**src/design/i2ctbe_pkg.sv**
```systemverilog
package i2ctbe_pkg;

    localparam int ADDR_W = 7;
    localparam int BYTE_W = 8;
    localparam int CNT_W  = 4;
    localparam int EV_W   = 3;

    localparam logic [CNT_W-1:0] ADDR_BITS = 4'd7;
    localparam logic [CNT_W-1:0] DATA_BITS = 4'd8;
    localparam logic [CNT_W-1:0] TX_BITS   = 4'd9;

    localparam logic [EV_W-1:0] EV_NONE     = 3'd0;
    localparam logic [EV_W-1:0] EV_START    = 3'd1;
    localparam logic [EV_W-1:0] EV_MATCH    = 3'd2;
    localparam logic [EV_W-1:0] EV_MISMATCH = 3'd3;
    localparam logic [EV_W-1:0] EV_STOP     = 3'd4;
    localparam logic [EV_W-1:0] EV_ACK      = 3'd5;
    localparam logic [EV_W-1:0] EV_NACK     = 3'd6;

    typedef enum logic [7:0] {
        PH_IDLE      = 8'b0000_0001,
        PH_ADDRESS   = 8'b0000_0010,
        PH_RW        = 8'b0000_0100,
        PH_ACK_START = 8'b0000_1000,
        PH_ACK_END   = 8'b0001_0000,
        PH_DATA      = 8'b0010_0000,
        PH_CHECK_ACK = 8'b0100_0000,
        PH_WAIT_STOP = 8'b1000_0000
    } phase_t;

    typedef struct packed {
        logic              scl_line;
        logic              sda_line;
        logic              tx_available;
        logic [BYTE_W-1:0] tx_byte;
    } in_item_t;

    typedef struct packed {
        logic              sda_pull_low;
        logic              rx_valid;
        logic [BYTE_W-1:0] rx_byte;
        logic              tx_take;
        logic [EV_W-1:0]   bus_event;
    } out_item_t;

endpackage

```
**src/design/i2c_target_bit_engine_top.sv**
```systemverilog
// An accepted input item is held in the input register, and its result item is then
// captured in the result register. Throughput: one item per cycle while out_ready does
// not stall it; the line state advances once per sample, between the two registers.
// Reset: rst_n clears the line state to idle with SDA released, both previous
// line samples high, own_address zero, and both pipeline registers empty.
module i2c_target_bit_engine_top
    import i2ctbe_pkg::*;
(
    input  logic              clk,
    input  logic              rst_n,
    input  logic              in_valid,
    output logic              in_ready,
    input  in_item_t          in_data,
    output logic              out_valid,
    input  logic              out_ready,
    output out_item_t         out_data,
    input  logic              cfg_wr_en,
    input  logic [ADDR_W-1:0] cfg_wr_data
);

    logic      stage_valid;
    logic      stage_ready;
    in_item_t  stage_data;
    out_item_t result;

    i2ctbe_in_stage u_in_stage (
        .clk         (clk),
        .rst_n       (rst_n),
        .in_valid    (in_valid),
        .in_ready    (in_ready),
        .in_data     (in_data),
        .stage_valid (stage_valid),
        .stage_ready (stage_ready),
        .stage_data  (stage_data)
    );

    i2ctbe_core u_core (
        .clk         (clk),
        .rst_n       (rst_n),
        .cfg_wr_en   (cfg_wr_en),
        .cfg_wr_data (cfg_wr_data),
        .step        (stage_valid && stage_ready),
        .item        (stage_data),
        .result      (result)
    );

    i2ctbe_out_stage u_out_stage (
        .clk         (clk),
        .rst_n       (rst_n),
        .stage_valid (stage_valid),
        .stage_ready (stage_ready),
        .stage_data  (result),
        .out_valid   (out_valid),
        .out_ready   (out_ready),
        .out_data    (out_data)
    );

endmodule

```
**src/design/i2ctbe_in_stage.sv**
```systemverilog
module i2ctbe_in_stage
    import i2ctbe_pkg::*;
(
    input  logic     clk,
    input  logic     rst_n,
    input  logic     in_valid,
    output logic     in_ready,
    input  in_item_t in_data,
    output logic     stage_valid,
    input  logic     stage_ready,
    output in_item_t stage_data
);

    logic     valid_reg;
    logic     valid_next;
    in_item_t data_reg;

    // The register can take a new item whenever it is empty or draining.
    assign in_ready   = !valid_reg || stage_ready;
    assign valid_next = in_ready ? in_valid : valid_reg;

    always_ff @(posedge clk or negedge rst_n)
    begin
        if (!rst_n)
        begin
            valid_reg <= 1'b0;
        end
        else
        begin
            valid_reg <= valid_next;
        end
    end

    always_ff @(posedge clk)
    begin
        if (in_valid && in_ready)
        begin
            data_reg <= in_data;
        end
    end

    assign stage_valid = valid_reg;
    assign stage_data  = data_reg;

endmodule

```
**src/design/i2ctbe_core.sv**
```systemverilog
module i2ctbe_core
    import i2ctbe_pkg::*;
(
    input  logic              clk,
    input  logic              rst_n,
    input  logic              cfg_wr_en,
    input  logic [ADDR_W-1:0] cfg_wr_data,
    input  logic              step,
    input  in_item_t          item,
    output out_item_t         result
);

    phase_t            phase_reg, phase_next;
    logic [CNT_W-1:0]  bit_count_reg, bit_count_next;
    logic [ADDR_W-1:0] addr_shift_reg, addr_shift_next;
    logic [BYTE_W-1:0] data_shift_reg, data_shift_next;
    logic              to_master_reg, to_master_next;
    logic              prev_scl_reg;
    logic              prev_sda_reg;
    logic              sda_drive_reg, sda_drive_next;
    logic [ADDR_W-1:0] own_address_reg;

    logic              scl_rise, scl_fall, sda_fall, stop_seen;
    logic              tx_edge;
    logic              rx_valid;
    logic [BYTE_W-1:0] rx_byte;
    logic              take;
    logic [EV_W-1:0]   ev;
    logic [CNT_W-1:0]  bit_pos;

    assign scl_rise  = !prev_scl_reg && item.scl_line;
    assign scl_fall  = prev_scl_reg && !item.scl_line;
    assign sda_fall  = prev_sda_reg && !item.sda_line;
    assign stop_seen = !prev_sda_reg && item.sda_line && prev_scl_reg && item.scl_line;

    always_comb
    begin
        phase_next      = phase_reg;
        bit_count_next  = bit_count_reg;
        addr_shift_next = addr_shift_reg;
        data_shift_next = data_shift_reg;
        to_master_next  = to_master_reg;
        sda_drive_next  = sda_drive_reg;
        rx_valid        = 1'b0;
        rx_byte         = '0;
        take            = 1'b0;
        ev              = EV_NONE;
        tx_edge         = 1'b0;
        bit_pos         = '0;

        unique case (phase_reg)
            PH_ADDRESS:
            begin
                if (scl_rise)
                begin
                    addr_shift_next = {addr_shift_reg[ADDR_W-2:0], item.sda_line};
                    bit_count_next  = bit_count_reg + 1'b1;
                    if (bit_count_next >= ADDR_BITS)
                    begin
                        bit_count_next = '0;
                        if (addr_shift_next == own_address_reg)
                        begin
                            ev         = EV_MATCH;
                            phase_next = PH_RW;
                        end
                        else
                        begin
                            ev             = EV_MISMATCH;
                            phase_next     = PH_IDLE;
                            sda_drive_next = 1'b0;
                        end
                    end
                end
            end
            PH_RW:
            begin
                if (scl_rise)
                begin
                    to_master_next = item.sda_line;
                    phase_next     = PH_ACK_START;
                end
            end
            PH_ACK_START:
            begin
                if (scl_fall)
                begin
                    sda_drive_next = 1'b1;
                    phase_next     = PH_ACK_END;
                end
            end
            PH_ACK_END:
            begin
                if (scl_fall)
                begin
                    sda_drive_next = 1'b0;
                    phase_next     = PH_DATA;
                    bit_count_next = '0;
                    // In transmit mode the same falling edge sets up the first bit.
                    tx_edge        = to_master_reg;
                end
            end
            PH_DATA:
            begin
                if (to_master_reg)
                begin
                    tx_edge = scl_fall;
                end
                else if (bit_count_reg == 4'd1 && stop_seen)
                begin
                    ev             = EV_STOP;
                    phase_next     = PH_IDLE;
                    bit_count_next = '0;
                    sda_drive_next = 1'b0;
                end
                else if (scl_rise)
                begin
                    data_shift_next = {data_shift_reg[BYTE_W-2:0], item.sda_line};
                    bit_count_next  = bit_count_reg + 1'b1;
                    if (bit_count_next >= DATA_BITS)
                    begin
                        rx_valid       = 1'b1;
                        rx_byte        = data_shift_next;
                        bit_count_next = '0;
                        phase_next     = PH_ACK_START;
                    end
                end
            end
            PH_CHECK_ACK:
            begin
                if (scl_rise)
                begin
                    if (item.sda_line)
                    begin
                        ev         = EV_NACK;
                        phase_next = PH_WAIT_STOP;
                    end
                    else
                    begin
                        ev             = EV_ACK;
                        phase_next     = PH_DATA;
                        bit_count_next = '0;
                    end
                end
            end
            PH_WAIT_STOP:
            begin
                if (stop_seen)
                begin
                    ev             = EV_STOP;
                    phase_next     = PH_IDLE;
                    bit_count_next = '0;
                end
            end
            default:
            begin
                if (sda_fall && item.scl_line)
                begin
                    ev              = EV_START;
                    phase_next      = PH_ADDRESS;
                    bit_count_next  = '0;
                    addr_shift_next = '0;
                    sda_drive_next  = 1'b0;
                end
                else
                begin
                    phase_next = PH_IDLE;
                end
            end
        endcase

        if (tx_edge)
        begin
            if (bit_count_next == '0 && !item.tx_available)
            begin
                // Nothing queued at a byte start: let go of the bus.
                sda_drive_next = 1'b0;
                phase_next     = PH_IDLE;
            end
            else
            begin
                if (bit_count_next == '0)
                begin
                    data_shift_next = item.tx_byte;
                    take            = 1'b1;
                end
                bit_count_next = bit_count_next + 1'b1;
                if (bit_count_next >= TX_BITS)
                begin
                    bit_count_next = '0;
                    sda_drive_next = 1'b0;
                    phase_next     = PH_CHECK_ACK;
                end
                else
                begin
                    bit_pos        = DATA_BITS - bit_count_next;
                    sda_drive_next = !data_shift_next[bit_pos[2:0]];
                end
            end
        end
    end

    always_ff @(posedge clk or negedge rst_n)
    begin
        if (!rst_n)
        begin
            own_address_reg <= '0;
        end
        else if (cfg_wr_en)
        begin
            own_address_reg <= cfg_wr_data;
        end
    end

    always_ff @(posedge clk or negedge rst_n)
    begin
        if (!rst_n)
        begin
            phase_reg      <= PH_IDLE;
            bit_count_reg  <= '0;
            addr_shift_reg <= '0;
            data_shift_reg <= '0;
            to_master_reg  <= 1'b0;
            prev_scl_reg   <= 1'b1;
            prev_sda_reg   <= 1'b1;
            sda_drive_reg  <= 1'b0;
        end
        else if (step)
        begin
            phase_reg      <= phase_next;
            bit_count_reg  <= bit_count_next;
            addr_shift_reg <= addr_shift_next;
            data_shift_reg <= data_shift_next;
            to_master_reg  <= to_master_next;
            prev_scl_reg   <= item.scl_line;
            prev_sda_reg   <= item.sda_line;
            sda_drive_reg  <= sda_drive_next;
        end
    end

    assign result.sda_pull_low = sda_drive_next;
    assign result.rx_valid     = rx_valid;
    assign result.rx_byte      = rx_byte;
    assign result.tx_take      = take;
    assign result.bus_event    = ev;

endmodule

```
**src/design/i2ctbe_out_stage.sv**
```systemverilog
module i2ctbe_out_stage
    import i2ctbe_pkg::*;
(
    input  logic      clk,
    input  logic      rst_n,
    input  logic      stage_valid,
    output logic      stage_ready,
    input  out_item_t stage_data,
    output logic      out_valid,
    input  logic      out_ready,
    output out_item_t out_data
);

    logic      valid_reg;
    logic      valid_next;
    out_item_t data_reg;

    assign stage_ready = !valid_reg || out_ready;
    assign valid_next  = stage_ready ? stage_valid : valid_reg;

    always_ff @(posedge clk or negedge rst_n)
    begin
        if (!rst_n)
        begin
            valid_reg <= 1'b0;
        end
        else
        begin
            valid_reg <= valid_next;
        end
    end

    always_ff @(posedge clk)
    begin
        if (stage_valid && stage_ready)
        begin
            data_reg <= stage_data;
        end
    end

    assign out_valid = valid_reg;
    assign out_data  = data_reg;

endmodule

```
**config.mk**
```make
export PLATFORM = sky130hd
export DESIGN_NAME = i2c_target_bit_engine_top
export DESIGN_NICKNAME = d
export VERILOG_FILES = /design/src/design/i2ctbe_pkg.sv /design/src/design/i2c_target_bit_engine_top.sv /design/src/design/i2ctbe_in_stage.sv /design/src/design/i2ctbe_core.sv /design/src/design/i2ctbe_out_stage.sv
export SDC_FILE = /design/constraint.sdc
export NUM_CORES = 1
export LEC_CHECK = 0
export ABC_AREA = 1
export BUFFER_PORTS_ARGS = -buffer_cell sky130_fd_sc_hd__buf_2
export CAP_MARGIN = 10
export CORE_MARGIN = 4
export CORE_UTILIZATION = 33
export DETAILED_ROUTE_END_ITERATION = 10
export GPL_ROUTABILITY_DRIVEN = 0
export PLACE_DENSITY = 0.61
export SLEW_MARGIN = 20
export SYNTH_ARGS = -nofsm -noshare
export SYNTH_HDL_FRONTEND = slang
export SYNTH_HIERARCHICAL = 1
export SYNTH_SLANG_ARGS = --single-unit
```
**constraint.sdc**
```tcl
create_clock -name clk -period 3.5 [get_ports clk]
set_input_delay 0.35 -clock clk [delete_from_list [all_inputs] [get_ports clk]]
set_output_delay 0.35 -clock clk [all_outputs]
set_load 0.01 [all_outputs]
```
==> results.md, run 1 <==
* Status: finished clean
* Critical Path End: u_out_stage/out_data[13]
* CTS Buf Count at 9
* R2R cell count at 22
* Sw power at 894 uW
* Fin nets at 593
* Post-DP Area at 4560 um2
* Synth cell types at slightly below 50
* Critical Path AT at 3.24 ns
* Core ar. at about 12,000 um2
* I/O Buffers at 38
* Final HPWL DP at just under 8000 um
* Remaining DRCs at 0
* Largest net degree at the start of global routing at 40
* CP Cell Sequence: ha_1, nand2_1, nand3_1, nand2_2, nand2_2, nand2_1, inv_2, o21ai_1, nand2_1, inv_2, nand3_4, inv_2, ha_1, inv_1, nor2_8, nand2_4, nor2_4, nor2_4, nand2_1, inv_2, nand3_1, nand2_1
* Async SR Flop Fraction at approximately three fifths
* CTS tree: done
* Register Area at ~1700 um2
* RSZ-0062 raised after global routing: false
* Commonest non-fill, non-tap cells in the layout: nand2_1 (96), inv_1 (64), nand3_1 (51)
* Most frequent cell on the critical path: nand2_1
* Max VDD drop at approximately 0.24 mV
* Ant. Diodes at 0
* Antenna Nets Post-Route at 0
* Post-route insts no fill at 736
* Syn nets at 550
* Int Power at around 1.7 mW
* WL final at roughly 10,000 um
* Post-synthesis sequential area ratio at between 40% and 50%
* Fin area at 4870 um2
* Final TNS setup at 0 ns
* Cells after Synth at 520
* Reg2reg setup slack at approximately 0.33 ns
* Critical path origin: u_core/bit_count_reg[0]
* Yosys reg bits at 64
* Worst R2R End: u_out_stage/out_data[13]
* First-pass GRT wire length at ~17,000 um
* CP max FO at 11
* Period Utilization, post-route at between 90% and 100%
* Clk Latency, worst-skew pair at 0.33 ns
* Critical path depth at 22
* Clock power share at 33.9%
* Max-cap violation count at 0
* Worst Path Buf+Inv at 5
* Io pins at 39
* Critical path class: register to register
* Commonest non-fill, non-tap cell in the layout: nand2_1
* Setup crit start kind: register
* Worst r2r src: u_core/bit_count_reg[0]
* Initial antenna violation count at 0
* Clk root buf: clkbuf_16
* Drt first pass iters at 5
* Synth Flop Type: dfrtp_1
* WP data required at around 3.6 ns
* Area occupied by multi-input gates at slightly above 2000 um2
* Initial DRC Count at ~270
* Clk pin slew, worst setup/hold paths at 0.05 ns
* Total GRT Usage at ~15%
* Hold_buf cts at 0
* Worst slew pin tran at 0.989 ns
* Average size of a mapped cell at 8.06 um2
* Drt wl/cell at approximately 14 um
* Share of layout cells above drive strength 1 at about 25%
* Clk sinks at 64
* Grt ovf at 0
* Worst Skew at roughly 0.0064 ns
* Die Y at 121 um
* Min-delay worst type: input pin to asynchronous set/reset pin
* Clk buf depth at 2
* Pwr per Cell Area at about 530 nW/um2
* Max reg flops at 14
* Via count at roughly 3.6k
* Critical path's top delay family: simple AND/OR/NAND/NOR gates
* Cell Rows at 40
* Slew Viols, Final at 0
* Setup crit end kind: register
* Layout Utilization at about 40%
* Initial Utilization at about a third
* Fin. Hold Viols at 0
* Chip Width at approximately 120 um
* Die area at about 15,000 um2
* Slowest stage cell on the critical path: dfrtp_2
* Dpl cells at 718
* Area Overhead vs Synth at 16.3%
* Final setup violation count at 0
* Rel. slew slack at between 30% and 40%
* Lkg Pwr at 2.26 nW
* Max Freq at 0.316 GHz
* Comb pwr share at roughly 28%
* Yosys warns at 6
* FILL cells at approximately 1.3k
* Synth Cell Area at 4190 um2
* Post-synth EDFFs at 25
* H-tree depth at 3
* Final min period at about 3.2 ns
* Vias in the first global route at roughly 3.5k
* Largest stage delay, worst path at 0.47 ns
* Sequential Power Share at around 38%
* Net Sw Frac at a little over a third
* Number of vias per cell at a little under 5
==> synth_stat cells, types with 3 or more instances <==
cell type  instances  area share [%]
nand2_1           96             8.6
inv_1             65             5.8
nand3_1           51             6.1
nor2_1            42             3.8
o21ai_0           39             4.7
dfrtp_1           36              21
edfxtp_1          25              18
o21ai_1           19             2.3
a21oi_1           14             1.7
inv_2             11            0.99
nand2_2           11             1.6
nand2_4           11             3.0
ha_1               7             2.1
a31oi_1            6            0.90
mux2_2             6             1.6
nor2_2             6            0.90
nor2_4             6             1.6
buf_4              5            0.90
clkbuf_1           5            0.45
nand3_2            5             1.2
nand4_1            5            0.75
o22ai_1            5            0.75
xor2_1             5             1.0
buf_2              4            0.48
a22oi_1            3            0.54
dfstp_2            3             1.9
nand3_4            3             1.3
nor2_8             3             1.4
==> metal layers <==
metal	vias to the layer above	part of all wire (%)	GRT usage, %
met5	-	0	0
met4	0	2.0	7.37
met3	19	6.3	2.67
met2	149	44	21.7
met1	1653	48	20.8
li1	1803	-	-
==> how the worst min path moves through the flow <==
stage | startpoint | cells past startpoint | slack (ns) | to
6_report | rst_n | 1 | 0.15 | u_core/data_shift_reg[1]
4_1_cts | rst_n | 1 | 0.18 | u_core/data_shift_reg[1]
3_3_place_gp | u_core/data_shift_reg[7] | 2 | 0.47 | u_core/data_shift_reg[7]
2_1_floorplan | rst_n | 0 | 0.05 | u_core/addr_shift_reg[0]
3_5_place_dp | u_core/data_shift_reg[7] | 2 | 0.47 | u_core/data_shift_reg[7]
5_1_grt | in_data[4] | 1 | 0.18 | u_in_stage/stage_data[4]
==> final cells by class <==
cell class | instances | share of cell area [%]
Sequential cell | 64 | 35.6
Clock inverter | 7 | 1.28
Timing Repair Buffer | 46 | 5.39
Clock buffer | 9 | 4.62
Multi-Input combinational cell | 363 | 42.6
Inverter | 79 | 6.16
Tap cell | 168 | 4.31
==> through the flow <==
step                      setup slack [ns]  hold WS [ns]  power [mW]
final                                0.332         0.149        2.57
after global routing                0.0569         0.180        2.72
after CTS                            0.256         0.178        2.58
after detailed placement             0.284         0.468        1.70
after global placement               0.315         0.467        1.68
after floorplan                      0.643        0.0544        1.52
==> worst reg2reg max path: cells and delay by family, from the launching register on <==
| family | cells | cell delay [ns] |
|---|---|---|
| AND/OR/NAND/NOR | 14 | 1.51 |
| adder cells (fa/ha/maj) | 2 | 0.43 |
| buffers and inverters | 5 | 0.40 |
| AO/OA/AOI/OAI | 1 | 0.08 |
| flip-flops | 1 | 0.47 |
==> power groups by stage <==
stage	Combinational [mW]	Sequential (mW)	Clock [mW]
after CTS	0.725	0.965	0.894
after global placement	0.704	0.976	0
after global routing	0.817	0.979	0.927
after floorplan	0.565	0.954	0
final	0.730	0.969	0.871
after detailed placement	0.719	0.978	0
==> kinds of logic after synthesis <==
kind of cell,after synthesis,synth area share (%)
multiplexers,6,1.61
adder cells (fa/ha/maj),7,2.09
buffers and inverters,94,9.26
XOR/XNOR,6,1.25
flip-flops,64,41.3
AND/OR/NAND/NOR,248,31.8
AO/OA/AOI/OAI,95,12.7
==> what timing repair did <==
action	4_1_cts	5_1_grt
endpoints found under the setup margin	0	6
gates resized for setup	0	4
setup buffers	0	1
Note: power is estimated with default switching activity, not from simulation.
==> run 2: changes to the inputs <==
--- a/config.mk
+++ b/config.mk
@@ -5,7 +5,6 @@
 export SDC_FILE = /design/constraint.sdc
 export NUM_CORES = 1
 export LEC_CHECK = 0
-export ABC_AREA = 1
 export BUFFER_PORTS_ARGS = -buffer_cell sky130_fd_sc_hd__buf_2
 export CAP_MARGIN = 10
 export CORE_MARGIN = 4
==> run 2 against run 1 <==
The run now ends with setup timing left; synthesized cell count fell by 12%; clock power increased by 18%; final cell count is 0.68% higher; clock skew about the same; worst setup slack lost 0.85 ns; count of clock-buffer cells in the layout grew 5; flip-flop and latch count stayed put; critical endpoint is now u_core/sda_drive_reg; largest cell class unchanged.
==> results.md, run 2 <==
* Number of vias per cell at 5.52 (+12%)
* Max VDD drop at 0.275 mV (+16%)
* Cell Rows at 40 (unchanged)
* Yosys warns at 6 (unchanged)
* Busiest grt layer: met2
* Critical path class: register to register
* WP data required at 3.78 ns (+0.21 ns)
* Slew Viols, Final at 0 (unchanged)
* Commonest non-fill, non-tap cells in the layout: buf_4 (87), nor2_1 (51), nand2_1 (41)
* Vias in the first global route at 3,978 (+14%)
* Max Freq at 0.249 GHz (-21%)
* Die area at 14,400 um2 (-1.2%)
* Worst Skew at 0.00612 ns (-0.000287 ns)
* Largest net degree at the start of global routing at 40 (unchanged)
* Clk buf depth at 2 (unchanged)
* Post-synthesis sequential area ratio at 41.8% (+0.55 points)
* Area Overhead vs Synth at 38.8%
* Hold_buf cts at 0 (unchanged)
* Yosys top cell by area: dfrtp_1
* Pwr Total at 3.36 mW (+31%)
* Yosys reg bits at 64 (unchanged)
* CTS Buf Count at 9 (unchanged)
* Setup ws final at -0.521 ns (-0.853 ns)
* M3 GR Usage at 3.58% (+0.92 points)
* Synth cell types at 72 (+47%)
* Final TNS setup at -0.990 ns (-0.990 ns)
* Initial Utilization at 34.0% (-0.31 points)
* Core ar. at 12,200 um2 (-0.41%)
* Commonest non-fill, non-tap cell in the layout: buf_4
* Antenna Nets Post-Route at 0 (unchanged)
* I/O Buffers at 38 (unchanged)
* Met2 usage at 26.6% (+4.9 points)
* Final setup violation count at 2 (+2)
* Clk pin slew, worst setup/hold paths at 0.06 ns (about the same)
* Layout Utilization at 47.2% (+7.3 points)
* CTS tree: done
* Synth Cell Area at 4140 um2 (-1.3%)
* Initial DRC Count at 334 (+22%)
* Rel. slew slack at 35.7% (+1.6 points)
* Total GRT Usage at 17.4% (+2.7 points)
* Grt ovf at 0 (unchanged)
* Synth Flop Type: dfrtp_1
* Worst R2R End: u_core/sda_drive_reg
* WL final at 12,800 um (+22%)
* Remaining DRCs at 0 (unchanged)
* H-tree depth at 3 (unchanged)
* Met1 usage at 23.0% (+2.2 points)
* Worst slew pin tran at 0.965 ns (-0.0242 ns)
* First-pass GRT wire length at 20,100 um (+18%)
* Most frequent cell after synthesis: nor2_1
* Hold slack at 0.166 ns (+0.0177 ns)
* Drt wl/cell at 17.2 um (+21%)
* Reg2reg setup slack at -0.52 ns (-0.85 ns)
* Max-cap violation count at 0 (unchanged)
* Synth cell count leaders: nor2_1 (56), nand2_1 (42), dfrtp_1 (36)
* FILL cells at 1,151 (-8.3%)
* Final min period at 4.02 ns (+0.853 ns)
* Share of layout cells above drive strength 1 at 37.5% (+13 points)
* Drt first pass iters at 5 (unchanged)
* Setup crit end kind: register
* Ant. Diodes at 0 (unchanged)
* Synth top area share at 21.8% (+0.29 points)
* Syn nets at 489 (-11%)
* RSZ-0062 raised after global routing: true
* Failing checks: setup timing
* Cells after Synth at 459 (-12%)
* Setup crit start kind: register
* Post-synth EDFFs at 25 (unchanged)
* R2R cell count at 17 (-23%)
* Max reg flops at 14 (unchanged)
* Io pins at 39 (unchanged)
* Fin nets at 598 (+0.84%)
* Lkg Pwr at 2.40 nW (+6.4%)
* Die Y at 120 um (-0.62%)
* Period Utilization, post-route at 115% (+24 points)
* Fin. Hold Viols at 0 (unchanged)
* CP max FO at 4 (-7)
* Initial antenna violation count at 0 (unchanged)
* Via count at 4,092 (+13%)
* Top post-synthesis cells by area: dfrtp_1 (22%), edfxtp_1 (18%), nor2_1 (5.1%), a21oi_1 (4.0%), nand2_1 (3.8%)
* Async SR Flop Fraction at 60.9% (unchanged)
* Min-delay worst type: input pin to asynchronous set/reset pin
* Clk root buf: clkbuf_16
* Status: complete, but fails checks
* Chip Width at 120 um (-0.62%)
* Clk Latency, worst-skew pair at 0.34 ns (about the same)
* Pwr per Cell Area at 586 nW/um2 (+11%)
* Clk sinks at 64 (unchanged)
* Worst r2r src: u_core/phase_reg[7]
* Final HPWL DP at 9100 um (+16%)
* Critical Path AT at 4.30 ns (+1.06 ns)
* Average size of a mapped cell at 9.01 um2 (+12%)
[run 2: changes by cell type in the layout (fill, tap and decap cells not counted), moves of 10 or more]
| cell | previous run | this run |
|---|---|---|
| buf_4 | 7 | 87 |
| nand2_1 | 96 | 41 |
| o21ai_0 | 39 | 22 |
| nand3_1 | 51 | 9 |
| o21ai_1 | 19 | 3 |
| nand2_4 | 11 | 1 |
| inv_1 | 64 | 14 |
| a21oi_1 | 14 | 30 |
| nand2_2 | 11 | 0 |
[run 2: per-layer routing]
layer,vias up,wire (um)
li1,1908,-
met1,1945,5630
met2,197,5760
met3,42,956
met4,0,426
met5,-,0
[run 2: cell families (layout without fill, tap and decap cells)]
kind of cell	Yosys count	count (layout)	synth area share (%)
and+or+nand+nor	182	182	23.1
AOI/OAI and AO/OA	130	130	21.3
adders and majority gates	7	7	2.12
DFF	64	64	41.8
xor gates and xnor gates	14	14	2.97
buffers and inverters	49	163	5.26
muxes	13	13	3.42
[run 2: cell type report]
class                           instances  area, um2  share of cell area (%)
Multi-Input combinational cell        346       2480                    43.3
Sequential cell                        64       1730                    30.1
Timing Repair Buffer                  127        875                    15.2
Clock buffer                           14        339                    5.91
Tap cell                              168        210                    3.66
Inverter                               20       85.1                    1.48
Clock inverter                          2       17.5                   0.305
[run 2: power by group]
part	switching [mW]	total [mW]	internal [mW]
sequential	0.0438	0.896	0.852
combinational	0.804	1.44	0.633
clock	0.355	1.03	0.677
[run 2: worst max-delay path by stage]
stage                       startpoint                  endpoint  slack [ns]  cells after the start
2_1_floorplan      u_core/phase_reg[6]  u_out_stage/out_data[13]       -0.70                     21
3_3_place_gp       u_core/phase_reg[7]  u_out_stage/out_data[13]       -0.47                     17
3_5_place_dp   u_core/bit_count_reg[1]  u_out_stage/out_data[13]       -0.59                     18
4_1_cts            u_core/phase_reg[7]  u_out_stage/out_data[13]       -0.44                     16
5_1_grt            u_core/phase_reg[7]  u_out_stage/out_data[13]       -0.62                     17
6_report           u_core/phase_reg[7]      u_core/sda_drive_reg       -0.52                     17
[run 2: what timing repair did]
action	CTS	global route
pin swaps	9	17
setup endpoints to repair	19	22
hold endpoints to repair	0	0
resized for setup	16	43
setup buffers	2	9
[run 2: per-stage QoR]
stage                     instance area, um2  instances  setup WS [ns]
final                                   5740        741         -0.521
after CTS                               5470        732         -0.435
after floorplan                         4200        459         -0.702
after detailed placement                5040        714         -0.588
after global placement                  5040        714         -0.467
after global routing                    5740        741         -0.621
[run 2: critical path, cell delays in order, from the launching register on]
cell and delay (ns):
dfrtp_1 0.38, or4_4 0.56, nor4b_4 0.38, a2bb2oi_2 0.09, or4_4 0.44, and2_4 0.18, inv_6 0.07, ha_4 0.17
buf_4 0.15, mux2i_1 0.20, nor2_1 0.05, a21oi_1 0.11, o211ai_1 0.10, nor4b_1 0.42, a31oi_1 0.09, a311oi_2 0.29
buf_4 0.15, o22a_1 0.12
==> run 3: changes to the inputs <==
--- a/config.mk
+++ b/config.mk
@@ -7,6 +7,7 @@
 export LEC_CHECK = 0
 export BUFFER_PORTS_ARGS = -buffer_cell sky130_fd_sc_hd__buf_2
 export CAP_MARGIN = 10
+export CORE_ASPECT_RATIO = 1.1
 export CORE_MARGIN = 4
 export CORE_UTILIZATION = 33
 export DETAILED_ROUTE_END_ITERATION = 10
==> constraint.sdc (replaced) <==
create_clock -name clk -period 4.6 [get_ports clk]
set_input_delay 0.46 -clock clk [delete_from_list [all_inputs] [get_ports clk]]
set_output_delay 0.46 -clock clk [all_outputs]
set_load 0.01 [all_outputs]
==> run 3 against run 2 <==
The flow now finishes without violations; combinational power fell by 49%; clock skew rose by 0.0034 ns; via count is 8.6% lower; sequential share of layout area up 5.2 points; clock power decreased by 31%; largest cell class unchanged; largest power group unchanged; highest routed layer unchanged.
==> results.md, run 3 (same netlist as run 2, synthesis figures left out) <==
* Min-delay worst type: input pin to asynchronous set/reset pin
* Max reg flops at 14 (unchanged)
* Io pins at 39 (unchanged)
* First-pass GRT wire length at 18,200 um (-9.5%)
* Via count at 3,741 (-8.6%)
* Hold slack at 0.269 ns (+0.103 ns)
* Setup crit start kind: register
* Clk buf depth at 2 (unchanged)
* Worst Skew at 0.00948 ns (+0.00336 ns)
* Drt wl/cell at 17.2 um (-0.13%)
* Clk sinks at 64 (unchanged)
* Setup crit end kind: register
* Dpl cells at 641 (-10%)
* Initial DRC Count at 362 (+8.4%)
* Worst slew pin tran at 0.917 ns (-0.0478 ns)
* Chip Width at 115 um (-4.3%)
* WP data required at 4.68 ns (+0.90 ns)
* Max Freq at 0.228 GHz (-8.3%)
* Status: finished clean
* Die area at 14,400 um2 (about the same)
* Comb pwr share at 34.2% (-8.5 points)
* Clk root buf: clkbuf_16
* Sw power at 775 uW (-36%)
* Slew Viols, Final at 0 (unchanged)
* Final min period at 4.38 ns (+0.362 ns)
* Clk Latency, worst-skew pair at 0.33 ns (about the same)
* Net Sw Frac at 35.8% (+0.10 points)
* Critical path origin: u_core/phase_reg[6]
* Max-cap violation count at 0 (unchanged)
* Number of vias per cell at 5.69 (+3.0%)
* CTS tree: done
* Commonest non-fill, non-tap cells in the layout: nor2_1 (54), nand2_1 (41), buf_2 (38)
* Final HPWL DP at 8200 um (-9.9%)
* Int Power at 1.39 mW (-36%)
* Cell Rows at 42 (+5.0%)
* I/O Buffers at 38 (unchanged)
* Commonest non-fill, non-tap cell in the layout: nor2_1
* Worst r2r src: u_core/phase_reg[6]
* H-tree depth at 3 (unchanged)
* Die Y at 125 um (+4.6%)
* Fin nets at 529 (-12%)
* Remaining DRCs at 0 (unchanged)
* CP max FO at 9 (+5)
* Drt first pass iters at 7 (+2)
* Total GRT Usage at 15.8% (-1.7 points)
* Clk pin slew, worst setup/hold paths at 0.06 ns (about the same)
* Layout Utilization at 40.4% (-6.8 points)
* Grt ovf at 0 (unchanged)
* Final setup violation count at 0 (-2)
* Critical Path AT at 4.47 ns (+0.17 ns)
* Core ar. at 12,100 um2 (-0.19%)
* CTS Buf Count at 9 (unchanged)
* Ant. Diodes at 0 (unchanged)
* Vias in the first global route at 3,482 (-12%)
* Fin. Hold Viols at 0 (unchanged)
* Max VDD drop at 0.212 mV (-23%)
* Clock power share at 33.0% (+2.3 points)
* Pwr per Cell Area at 441 nW/um2 (-25%)
* Initial antenna violation count at 0 (unchanged)
* Initial Utilization at 34.1% (+0.063 points)
* Largest net degree at the start of global routing at 40 (unchanged)
* Post-route insts no fill at 658 (-11%)
* Period Utilization, post-route at 95.3% (-20 points)
* Share of layout cells above drive strength 1 at 22.6% (-15 points)
* Hold_buf cts at 0 (unchanged)
* WL final at 11,300 um (-11%)
* Critical path class: register to register
* Lkg Pwr at 2.02 nW (-16%)
* Sequential Power Share at 32.8% (+6.2 points)
* Rel. slew slack at 38.8% (+3.2 points)
* Antenna Nets Post-Route at 0 (unchanged)
* Area Overhead vs Synth at 18.6%
-- run 3: cell types whose count changed in the layout (fill, tap and decap cells not counted), moves of 3 or more --
cell / before / now
clkbuf_16: 13 / 10
ha_4: 3 / 0
o21ai_2: 4 / 0
nor2_1: 51 / 54
buf_4: 87 / 20
inv_1: 14 / 20
o21ai_0: 22 / 25
inv_2: 3 / 0
-- run 3: critical path, stage by stage, from the launching register on --
cell       delay (ns)
dfrtp_1          0.48
or4_4            0.60
nor4b_4          0.30
a2bb2oi_1        0.10
or4_1            0.43
and2_1           0.19
inv_1            0.13
ha_2             0.25
inv_1            0.09
nor2_2           0.22
nor2_1           0.15
o21ai_0          0.21
nand3_1          0.12
and4_1           0.20
nor4_2           0.31
a311oi_2         0.15
or2_1            0.22
-- run 3: per-stage QoR --
stage / setup TNS (ns) / power, mW / cell area (um2) / worst slack [ns]
after floorplan: 0 / 1.22 / 4140 / 0.127
after global placement: 0 / 1.40 / 4520 / 0.242
after detailed placement: 0 / 1.41 / 4520 / 0.150
after CTS: 0 / 2.14 / 4830 / 0.119
after global routing: -0.00718 / 2.28 / 4900 / -0.00718
final: 0 / 2.16 / 4900 / 0.216
-- run 3: layout make-up --
cell class,count,area (um2)
tap,154,193
fill,1188,7240
multi-input combinational,346,2250
clock buffer,10,250
clock inverter,6,63.8
inverter,20,75.1
sequential,64,1730
timing repair buffer,58,340
-- run 3: power groups by stage --
stage	Sequential (mW)	Clock, mW	Combinational (mW)
floorplan	0.699	0	0.517
global placement	0.714	0	0.688
global route	0.718	0.759	0.806
detailed placement	0.716	0	0.694
finish	0.710	0.713	0.739
CTS	0.706	0.732	0.699
-- run 3: timing repair --
| item | 4_1_cts | 5_1_grt |
|---|---|---|
| resized for setup | 0 | 16 |
| setup buffers | 0 | 1 |
| hold endpoints to repair | 0 | 0 |
| endpoints found under the setup margin | 0 | 2 |
-- run 3: final timing paths --
check	end	depth (start not counted)	slack [ns]
worst min-delay path	u_core/data_shift_reg[0]	1	0.27
worst max-delay path	u_out_stage/out_data[13]	16	0.22
worst max register to register	u_out_stage/out_data[13]	16	0.22
max in group asynchronous	u_core/bit_count_reg[0]	1	3.71
min in group clk	u_in_stage/stage_data[5]	1	0.30
worst min register to register	u_core/prev_sda_reg	2	0.50
-- run 3: routing by layer --
layer | routed length [um] | GRT usage (%)
met1 | 5040 | 21.9
met3 | 778 | 3.19
met4 | 322 | 6.49
met2 | 5190 | 23.9
met5 | 0 | 0
